[src/rtl/core/ale_pkg.sv]
// ----------------------------------------------------------------------------
// ale_pkg
// Shared types and constants for the array list engine: request and result
// codes, and the command and status groups between controller and datapath.
// ----------------------------------------------------------------------------
package ale_pkg;

    localparam int ALE_DEPTH = 16;  // default list capacity
    localparam int ALE_DW    = 32;  // entry and value width
    localparam int ALE_POS_W = 5;   // request position width
    localparam int ALE_IDX_W = 4;   // result index width
    localparam int ALE_CNT_W = 5;   // result count width

    typedef enum logic [1:0] {
        ACT_INSERT = 2'd0,
        ACT_DELETE = 2'd1,
        ACT_LOCATE = 2'd2,
        ACT_SORTED = 2'd3
    } t_action;

    typedef enum logic [1:0] {
        ST_OK        = 2'd0,
        ST_FULL      = 2'd1,
        ST_BAD_POS   = 2'd2,
        ST_NOT_FOUND = 2'd3
    } t_status;

    // where the walk pointer starts when a request is loaded
    typedef enum logic [1:0] {
        INIT_ZERO,
        INIT_CLAMP,
        INIT_NEXT
    } t_ptr_init;

    typedef struct packed {
        logic      load;
        t_ptr_init init;
        logic      set_status;
        t_status   status;
        logic      set_idx;
        logic      adv;
        logic      take;
        logic      wr;
        logic      wr_carry;
        logic      wr_prev;
        logic      cnt_inc;
        logic      cnt_dec;
        logic      out_load;
    } t_cmd;

    typedef struct packed {
        logic full;
        logic pos_bad;
        logic at_end;
        logic eq;
        logic lt;
        logic out_free;
    } t_stat;

endpackage

[src/rtl/core/ale_ctrl.sv]
// ----------------------------------------------------------------------------
// ale_ctrl
// Request sequencer: decodes the action, steps the datapath walk over the
// list one entry per cycle and hands the result to the output register.
// ----------------------------------------------------------------------------
module ale_ctrl (
    input  logic          i_clk,
    input  logic          i_rst_n,
    input  logic          i_in_valid,
    input  logic [1:0]    i_action,
    input  ale_pkg::t_stat i_stat,
    output logic          o_in_stall,
    output ale_pkg::t_cmd o_cmd
);
    import ale_pkg::*;

    typedef enum logic [1:0] {
        S_IDLE,
        S_RUN,
        S_DONE
    } t_state;

    typedef enum logic [1:0] {
        M_LOC,
        M_SORT,
        M_RIP,
        M_DEL
    } t_mode;

    t_state  r_state, n_state;
    t_mode   r_mode, n_mode;
    t_action act;
    t_cmd    cmd;

    assign act = t_action'(i_action);

    always_comb begin
        cmd     = '0;
        n_state = r_state;
        n_mode  = r_mode;
        case (r_state)
            S_IDLE: begin
                if (i_in_valid) begin
                    cmd.load       = 1'b1;
                    cmd.set_status = 1'b1;
                    cmd.status     = ST_OK;
                    cmd.init       = INIT_ZERO;
                    n_state        = S_RUN;
                    case (act)
                        ACT_INSERT: begin
                            if (i_stat.full) begin
                                cmd.status = ST_FULL;
                                n_state    = S_DONE;
                            end else begin
                                cmd.init = INIT_CLAMP;
                                n_mode   = M_RIP;
                            end
                        end
                        ACT_DELETE: begin
                            if (i_stat.pos_bad) begin
                                cmd.status = ST_BAD_POS;
                                n_state    = S_DONE;
                            end else begin
                                cmd.init = INIT_NEXT;
                                n_mode   = M_DEL;
                            end
                        end
                        ACT_LOCATE: begin
                            n_mode = M_LOC;
                        end
                        ACT_SORTED: begin
                            if (i_stat.full) begin
                                cmd.status = ST_FULL;
                                n_state    = S_DONE;
                            end else begin
                                n_mode = M_SORT;
                            end
                        end
                        default: begin
                            n_state = S_DONE;
                        end
                    endcase
                end
            end
            S_RUN: begin
                case (r_mode)
                    M_LOC: begin
                        if (i_stat.at_end) begin
                            cmd.set_status = 1'b1;
                            cmd.status     = ST_NOT_FOUND;
                            n_state        = S_DONE;
                        end else if (i_stat.eq) begin
                            cmd.set_idx = 1'b1;
                            n_state     = S_DONE;
                        end else begin
                            cmd.adv = 1'b1;
                        end
                    end
                    M_SORT: begin
                        if (i_stat.at_end || !i_stat.lt) begin
                            // slot found: drop the value in and, unless at the list end, start rippling
                            cmd.set_idx  = 1'b1;
                            cmd.wr       = 1'b1;
                            cmd.wr_carry = 1'b1;
                            if (i_stat.at_end) begin
                                cmd.cnt_inc = 1'b1;
                                n_state     = S_DONE;
                            end else begin
                                cmd.adv  = 1'b1;
                                cmd.take = 1'b1;
                                n_mode   = M_RIP;
                            end
                        end else begin
                            cmd.adv = 1'b1;
                        end
                    end
                    M_RIP: begin
                        cmd.wr       = 1'b1;
                        cmd.wr_carry = 1'b1;
                        if (i_stat.at_end) begin
                            cmd.cnt_inc = 1'b1;
                            n_state     = S_DONE;
                        end else begin
                            cmd.adv  = 1'b1;
                            cmd.take = 1'b1;
                        end
                    end
                    M_DEL: begin
                        if (i_stat.at_end) begin
                            cmd.cnt_dec = 1'b1;
                            n_state     = S_DONE;
                        end else begin
                            cmd.wr      = 1'b1;
                            cmd.wr_prev = 1'b1;
                            cmd.adv     = 1'b1;
                        end
                    end
                    default: begin
                        n_state = S_DONE;
                    end
                endcase
            end
            S_DONE: begin
                if (i_stat.out_free) begin
                    cmd.out_load = 1'b1;
                    n_state      = S_IDLE;
                end
            end
            default: begin
                n_state = S_IDLE;
            end
        endcase
    end

    always_ff @(posedge i_clk) begin
        if (!i_rst_n) begin
            r_state <= S_IDLE;
            r_mode  <= M_LOC;
        end else begin
            r_state <= n_state;
            r_mode  <= n_mode;
        end
    end

    assign o_in_stall = (r_state != S_IDLE);
    assign o_cmd      = cmd;

endmodule

[src/rtl/core/ale_dpath.sv]
// ----------------------------------------------------------------------------
// ale_dpath
// List storage and walk datapath: entry memory with registered read, walk
// pointer, ripple carry, entry count, compare flags and the result register.
// ----------------------------------------------------------------------------
module ale_dpath #(
    parameter int DEPTH = ale_pkg::ALE_DEPTH
) (
    input  logic                                 i_clk,
    input  logic                                 i_rst_n,
    input  ale_pkg::t_cmd                        i_cmd,
    input  logic signed [ale_pkg::ALE_DW-1:0]    i_value,
    input  logic [ale_pkg::ALE_POS_W-1:0]        i_position,
    input  logic                                 i_out_stall,
    output ale_pkg::t_stat                       o_stat,
    output logic                                 o_out_valid,
    output logic [1:0]                           o_status,
    output logic [ale_pkg::ALE_IDX_W-1:0]        o_index,
    output logic [ale_pkg::ALE_CNT_W-1:0]        o_count
);
    import ale_pkg::*;

    localparam int AW = $clog2(DEPTH);
    localparam int CW = $clog2(DEPTH + 1);
    localparam int PW = (CW > ALE_POS_W) ? CW : ALE_POS_W;

    logic signed [ALE_DW-1:0] mem [DEPTH];

    logic [CW-1:0]            r_ptr, n_ptr;
    logic [CW-1:0]            r_count;
    logic [CW-1:0]            r_idx;
    t_status                  r_status;
    logic signed [ALE_DW-1:0] r_val;
    logic signed [ALE_DW-1:0] r_carry;
    logic signed [ALE_DW-1:0] r_rdata;
    logic                     r_out_valid;
    logic [1:0]               r_o_status;
    logic [ALE_IDX_W-1:0]     r_o_index;
    logic [ALE_CNT_W-1:0]     r_o_count;

    logic [PW-1:0]            pos_ext, cnt_ext;
    logic [CW-1:0]            pos_clamp;
    logic [CW-1:0]            wr_ptr;
    logic signed [ALE_DW-1:0] wr_data;
    logic [31:0]              idx_wide, cnt_wide;
    logic                     out_free;

    assign pos_ext   = PW'(i_position);
    assign cnt_ext   = PW'(r_count);
    assign pos_clamp = (pos_ext > cnt_ext) ? r_count : CW'(pos_ext);

    always_comb begin
        n_ptr = r_ptr;
        if (i_cmd.load) begin
            case (i_cmd.init)
                INIT_CLAMP: n_ptr = pos_clamp;
                INIT_NEXT:  n_ptr = CW'(pos_ext + PW'(1));
                default:    n_ptr = '0;
            endcase
        end else if (i_cmd.adv) begin
            n_ptr = r_ptr + CW'(1);
        end
    end

    assign wr_ptr  = i_cmd.wr_prev ? (r_ptr - CW'(1)) : r_ptr;
    assign wr_data = i_cmd.wr_carry ? r_carry : r_rdata;

    // read data always tracks the entry under the walk pointer
    always_ff @(posedge i_clk) begin
        if (i_cmd.wr) begin
            mem[wr_ptr[AW-1:0]] <= wr_data;
        end
        r_rdata <= mem[n_ptr[AW-1:0]];
    end

    always_ff @(posedge i_clk) begin
        r_ptr <= n_ptr;
        if (i_cmd.load) begin
            r_val   <= i_value;
            r_carry <= i_value;
            r_idx   <= pos_clamp;
        end else begin
            if (i_cmd.take) begin
                r_carry <= r_rdata;
            end
            if (i_cmd.set_idx) begin
                r_idx <= r_ptr;
            end
        end
        if (i_cmd.set_status) begin
            r_status <= i_cmd.status;
        end
    end

    always_ff @(posedge i_clk) begin
        if (!i_rst_n) begin
            r_count <= '0;
        end else if (i_cmd.cnt_inc) begin
            r_count <= r_count + CW'(1);
        end else if (i_cmd.cnt_dec) begin
            r_count <= r_count - CW'(1);
        end
    end

    assign out_free = !r_out_valid || !i_out_stall;
    assign idx_wide = 32'(r_idx);
    assign cnt_wide = 32'(r_count);

    always_ff @(posedge i_clk) begin
        if (!i_rst_n) begin
            r_out_valid <= 1'b0;
        end else if (i_cmd.out_load) begin
            r_out_valid <= 1'b1;
        end else if (!i_out_stall) begin
            r_out_valid <= 1'b0;
        end
    end

    always_ff @(posedge i_clk) begin
        if (i_cmd.out_load) begin
            r_o_status <= r_status;
            r_o_index  <= (r_status == ST_OK) ? idx_wide[ALE_IDX_W-1:0] : '0;
            r_o_count  <= cnt_wide[ALE_CNT_W-1:0];
        end
    end

    assign o_stat.full     = (r_count == CW'(DEPTH));
    assign o_stat.pos_bad  = (pos_ext >= cnt_ext);
    assign o_stat.at_end   = (r_ptr == r_count);
    assign o_stat.eq       = (r_rdata == r_val);
    assign o_stat.lt       = (r_rdata < r_val);
    assign o_stat.out_free = out_free;

    assign o_out_valid = r_out_valid;
    assign o_status    = r_o_status;
    assign o_index     = r_o_index;
    assign o_count     = r_o_count;

    a_count_bound: assert property (@(posedge i_clk) disable iff (!i_rst_n)
        r_count <= CW'(DEPTH))
        else $error("entry count above capacity");

    a_wr_in_list: assert property (@(posedge i_clk) disable iff (!i_rst_n)
        i_cmd.wr |-> (r_ptr <= r_count))
        else $error("write beyond the list end");

    a_no_grow_full: assert property (@(posedge i_clk) disable iff (!i_rst_n)
        i_cmd.cnt_inc |-> (r_count != CW'(DEPTH)))
        else $error("count increment on a full list");

    a_out_no_clobber: assert property (@(posedge i_clk) disable iff (!i_rst_n)
        i_cmd.out_load |-> out_free)
        else $error("result register overwritten while held");

    a_count_steady: assert property (@(posedge i_clk) disable iff (!i_rst_n)
        (!i_cmd.cnt_inc && !i_cmd.cnt_dec) |=> $stable(r_count))
        else $error("count changed without a command");

endmodule

[src/rtl/core/array_list_engine.sv]
// ----------------------------------------------------------------------------
// array_list_engine
// Fixed-capacity ordered list of signed 32-bit values with insert, delete,
// locate and sorted insert requests, one result per request.
// ----------------------------------------------------------------------------
// One request is handled at a time. A locate or sorted insert walks over
// the entries from index 0 up to the match or the list end, an insert at a
// position walks from that position to the end, and a delete from the
// position after it to the end. The entry memory moves one entry per cycle
// with one read and one write; rejected requests skip the walk. A finished
// result sits in an output register, so the next request is taken while the
// previous result waits to be collected.
// ----------------------------------------------------------------------------
module array_list_engine #(
    parameter int DEPTH = ale_pkg::ALE_DEPTH
) (
    input  logic                              i_clk,
    input  logic                              i_rst_n,
    input  logic                              i_in_valid,
    output logic                              o_in_stall,
    input  logic [1:0]                        i_action,
    input  logic signed [ale_pkg::ALE_DW-1:0] i_value,
    input  logic [ale_pkg::ALE_POS_W-1:0]     i_position,
    output logic                              o_out_valid,
    input  logic                              i_out_stall,
    output logic [1:0]                        o_status,
    output logic [ale_pkg::ALE_IDX_W-1:0]     o_index,
    output logic [ale_pkg::ALE_CNT_W-1:0]     o_count
);
    import ale_pkg::*;

    t_cmd  cmd;
    t_stat stat;

    ale_ctrl u_ctrl (
        .i_clk      (i_clk),
        .i_rst_n    (i_rst_n),
        .i_in_valid (i_in_valid),
        .i_action   (i_action),
        .i_stat     (stat),
        .o_in_stall (o_in_stall),
        .o_cmd      (cmd)
    );

    ale_dpath #(
        .DEPTH (DEPTH)
    ) u_dpath (
        .i_clk       (i_clk),
        .i_rst_n     (i_rst_n),
        .i_cmd       (cmd),
        .i_value     (i_value),
        .i_position  (i_position),
        .i_out_stall (i_out_stall),
        .o_stat      (stat),
        .o_out_valid (o_out_valid),
        .o_status    (o_status),
        .o_index     (o_index),
        .o_count     (o_count)
    );

endmodule
[config.mk]
export PLATFORM = sky130hd
export DESIGN_NAME = array_list_engine
export DESIGN_NICKNAME = d
export VERILOG_FILES = /design/src/rtl/core/ale_pkg.sv /design/src/rtl/core/ale_ctrl.sv /design/src/rtl/core/ale_dpath.sv /design/src/rtl/core/array_list_engine.sv
export SDC_FILE = /design/constraint.sdc
export NUM_CORES = 1
export LEC_CHECK = 0
export ABC_AREA = 1
export BUFFER_PORTS_ARGS = -buffer_cell sky130_fd_sc_hd__clkbuf_2
export CAP_MARGIN = 15
export CELL_PAD_IN_SITES_DETAIL_PLACEMENT = 1
export CELL_PAD_IN_SITES_GLOBAL_PLACEMENT = 2
export CORE_AREA = 3 3 280 282
export CTS_CLUSTER_DIAMETER = 200
export DETAILED_ROUTE_END_ITERATION = 6
export DIE_AREA = 0 0 283 285
export PLACE_DENSITY_LB_ADDON = 0.08
export SLEW_MARGIN = 20
export SYNTH_ARGS = -nofsm -noshare
export SYNTH_HDL_FRONTEND = slang
export SYNTH_SLANG_ARGS = --single-unit
[constraint.sdc]
create_clock -name i_clk -period 3.5 [get_ports i_clk]
set_input_delay 0.35 -clock i_clk [delete_from_list [all_inputs] [get_ports i_clk]]
set_output_delay 0.35 -clock i_clk [all_outputs]
set_load 0.01 [all_outputs]
==> metrics.txt <==
Power per Cell Area=766 nW/um^2; fmax=0.306 GHz; worst skew pair latency=0.61 ns; first-pass GRT wire length=139 mm; routed vias=21.0k; static leakage=14.3 nW; Post-synth EDFFs=594; routability cong.=0.774; WHS Path Cells=1; sw frac=0.346; Unique masters post-synth=38; vias per cell=5.18; IO Count=56; Port-buffer cells=55; Area growth syn-to-layout=20.1%; Slew @ Worst Pin=0.652 ns; FFs w/ async S/R, synth=0; drt drc=0; Final Setup Violations=0; share of the synthesized area in the top cell type=0.620; Total Wirelength=93.3 mm; Net Switching=0.00915 W; final count of pins violating max slew=0; WHS Endpoint=u_dpath.r_val[5]$_DFFE_PP_; Worst R2R End=u_dpath.r_rdata[0]$_DFF_P_; ANT nets after route=0; H-Tree Depth=3; final worst-path cycle share=0.932; r2r setup slk=0.24 ns; initial antenna violation count=0; Worst Setup End Kind=register; cell accounting for the most synthesized area=edfxtp_1; combinational power share=0.335; dpl cells=3,899; initial core utilization=0.379; Hold Crit Class=in -> reg; Row Count=101; Syn Area/Cell=10.2 um^2; Die Y=285 um; Period minus WS final=3.26 ns; Final Hold Slack=0.0330 ns; core area=75,900 um^2; Global Route Usage Sum=0.229; Seq/Total Area, Yosys=0.652; final core occ=0.455; Synth warnings=0; WL per Instance=23.0 um; VDD IR-drop max=380 uV; Top FF cell, synth=edfxtp_1; commonest non-fill, non-tap cells in the layout=nand2_1 (813), nand3_1 (636), edfxtp_1 (594); Placed Area=31,900 um^2; register share of total power=0.386; slew margin rel.=0.565; die width=283 um; TritonCTS clock tree=built; commonest non-fill, non-tap cell in the layout=nand2_1; Antenna diodes=0; total CTS buffers=74; Hold Vio Cnt, Final=0; drt initial violations=1,438; Cell Area, Synth=28,800 um^2; final net count=3,075; Req. time, crit path=3.99 ns; final instance count without filler cells=4,063; Root Buffer=clkbuf_16; DIE AREA=80,700 um^2; Worst Setup Start Kind=register; Design Area, Final=34,500 um^2; kind of critical path=reg -> reg; syn_nets=2,920; synthesized flop and latch total=640; Mapped Cells=2,821; Hold Path Origin=i_value[5]; Final HPWL DP=53.8 mm; DR pass1 iterations=5; max cap viols=0; top post-synthesis cells by area=edfxtp_1 (62%), nand3_1 (11%), nand2_1 (11%); vias in the first global route=21.4k; Clock Power Share=0.280; worst r2r src=u_dpath.r_val[15]$_DFFE_PP_; layout cells sized above 1=0.116; status=complete, no violations; Overflow after GRT=0; Sink Count=640; Worst Path Max Fanout=18; pin count of the biggest net entering global routing=85; worst r2r path cells=17; Layout Skew=0.0213 ns; P_int=0.0173 W; CP arrival=3.75 ns; Clock Pin Slew Worst Setup and Hold Paths=0.06 ns; Clock Path Buffers=3
through the flow:
stage | TNS, ns | total power (W) | worst slack, ns
2_1_floorplan | -30.83 | 0.0153 | -0.0954
3_3_place_gp | -44.73 | 0.0190 | -0.205
3_5_place_dp | -77.91 | 0.0192 | -0.279
4_1_cts | 0 | 0.0267 | 0.0157
5_1_grt | -0.0162 | 0.0280 | -0.0140
6_report | 0 | 0.0265 | 0.236
state kept, by name, summed over array words and instances (netlist names), 4 cells and up:
signal,flops
u_dpath.r_ptr,5
u_dpath.r_carry,32
u_dpath.r_rdata,32
u_dpath.r_idx,4
u_dpath.o_index,4
u_dpath.o_count,5
u_dpath.r_val,32
u_dpath.mem,512
u_dpath.cnt_ext,5
routing by layer:
metal / up-vias / global-route usage / part of all wire
li1: 9743 / - / -
met1: 10700 / 0.312 / 0.45
met2: 430 / 0.385 / 0.48
met3: 147 / 0.0321 / 0.039
met4: 0 / 0.0603 / 0.026
met5: - / 0 / 0
synth_stat cells, types with 3 or more instances:
cell type    n
a21oi_1     28
buf_1        3
buf_2      107
buf_4       22
buf_6        3
clkbuf_1    16
dfxtp_1     46
edfxtp_1   594
ha_1        55
inv_1      350
inv_2        6
nand2_1    818
nand2_2      3
nand3_1    636
nand4_1      5
nor2_1      58
nor2_2       4
nor2_4       4
nor3_1       7
o21ai_0     24
o22ai_1      3
xnor2_1      4
xor2_1       4
timing repair:
action | 4_1_cts | 5_1_grt
gates resized for setup | 3 | 11
cloned | 0 | 1
buffers inserted | 0 | 2
setup endpoints to repair | 881 | 839
pin swaps | 0 | 2
hold buffers | 28 | 0
hold endpoints to repair | 28 | 0
final cells by class:
cell class,instances,area (um^2)
Fill cell,8207,41400
Sequential cell,640,18800
Multi-Input combinational cell,1674,8080
Timing Repair Buffer,230,2780
Clock buffer,107,2110
Inverter,356,1340
Tap cell,1030,1290
Clock inverter,26,178
kinds of logic after synthesis:
kind of cell | count (synthesis) | share of synthesized area
simple gates | 1544 | 0.234
flops | 640 | 0.652
buf+inv | 507 | 0.0745
compound gates | 66 | 0.0127
fa+ha+maj | 56 | 0.0246
xor+xnor | 8 | 0.00244
worst max path at each step:
stage | startpoint | end
6_report | u_dpath.r_val[15]$_DFFE_PP_ | u_dpath.r_rdata[0]$_DFF_P_
5_1_grt | u_dpath.cnt_ext[4]$_SDFFE_PN0P_ | u_dpath.r_rdata[11]$_DFF_P_
4_1_cts | u_dpath.r_rdata[9]$_DFF_P_ | u_dpath.mem[15][0]$_DFFE_PP_
3_5_place_dp | u_dpath.r_rdata[19]$_DFF_P_ | u_dpath.mem[15][0]$_DFFE_PP_
2_1_floorplan | u_dpath.r_val[21]$_DFFE_PP_ | u_dpath.mem[10][0]$_DFFE_PP_
3_3_place_gp | u_dpath.r_rdata[19]$_DFF_P_ | u_dpath.mem[5][0]$_DFFE_PP_
critical path, stage by stage, from the launching register on:
cell	delay, ns
edfxtp_1	0.32
inv_1	0.04
ha_1	0.29
nand2_1	0.07
nor2_1	0.30
nand2_1	0.27
nor2_1	0.31
nand3_4	0.14
nand3_2	0.12
nand3_4	0.21
nand2_8	0.23
buf_12	0.20
buf_12	0.17
nand2_1	0.07
nand3_1	0.07
nand3_1	0.08
nand3_1	0.08
nand2_1	0.10
power by group through the flow:
stage | clock [W] | sequential, W | combinational, W
floorplan | 0 | 0.0102 | 0.00502
global placement | 0 | 0.0104 | 0.00860
detailed placement | 0 | 0.0104 | 0.00877
CTS | 0.00760 | 0.0102 | 0.00886
global route | 0.00790 | 0.0103 | 0.00987
finish | 0.00740 | 0.0102 | 0.00885
Note: power is estimated with default switching activity, not from simulation.
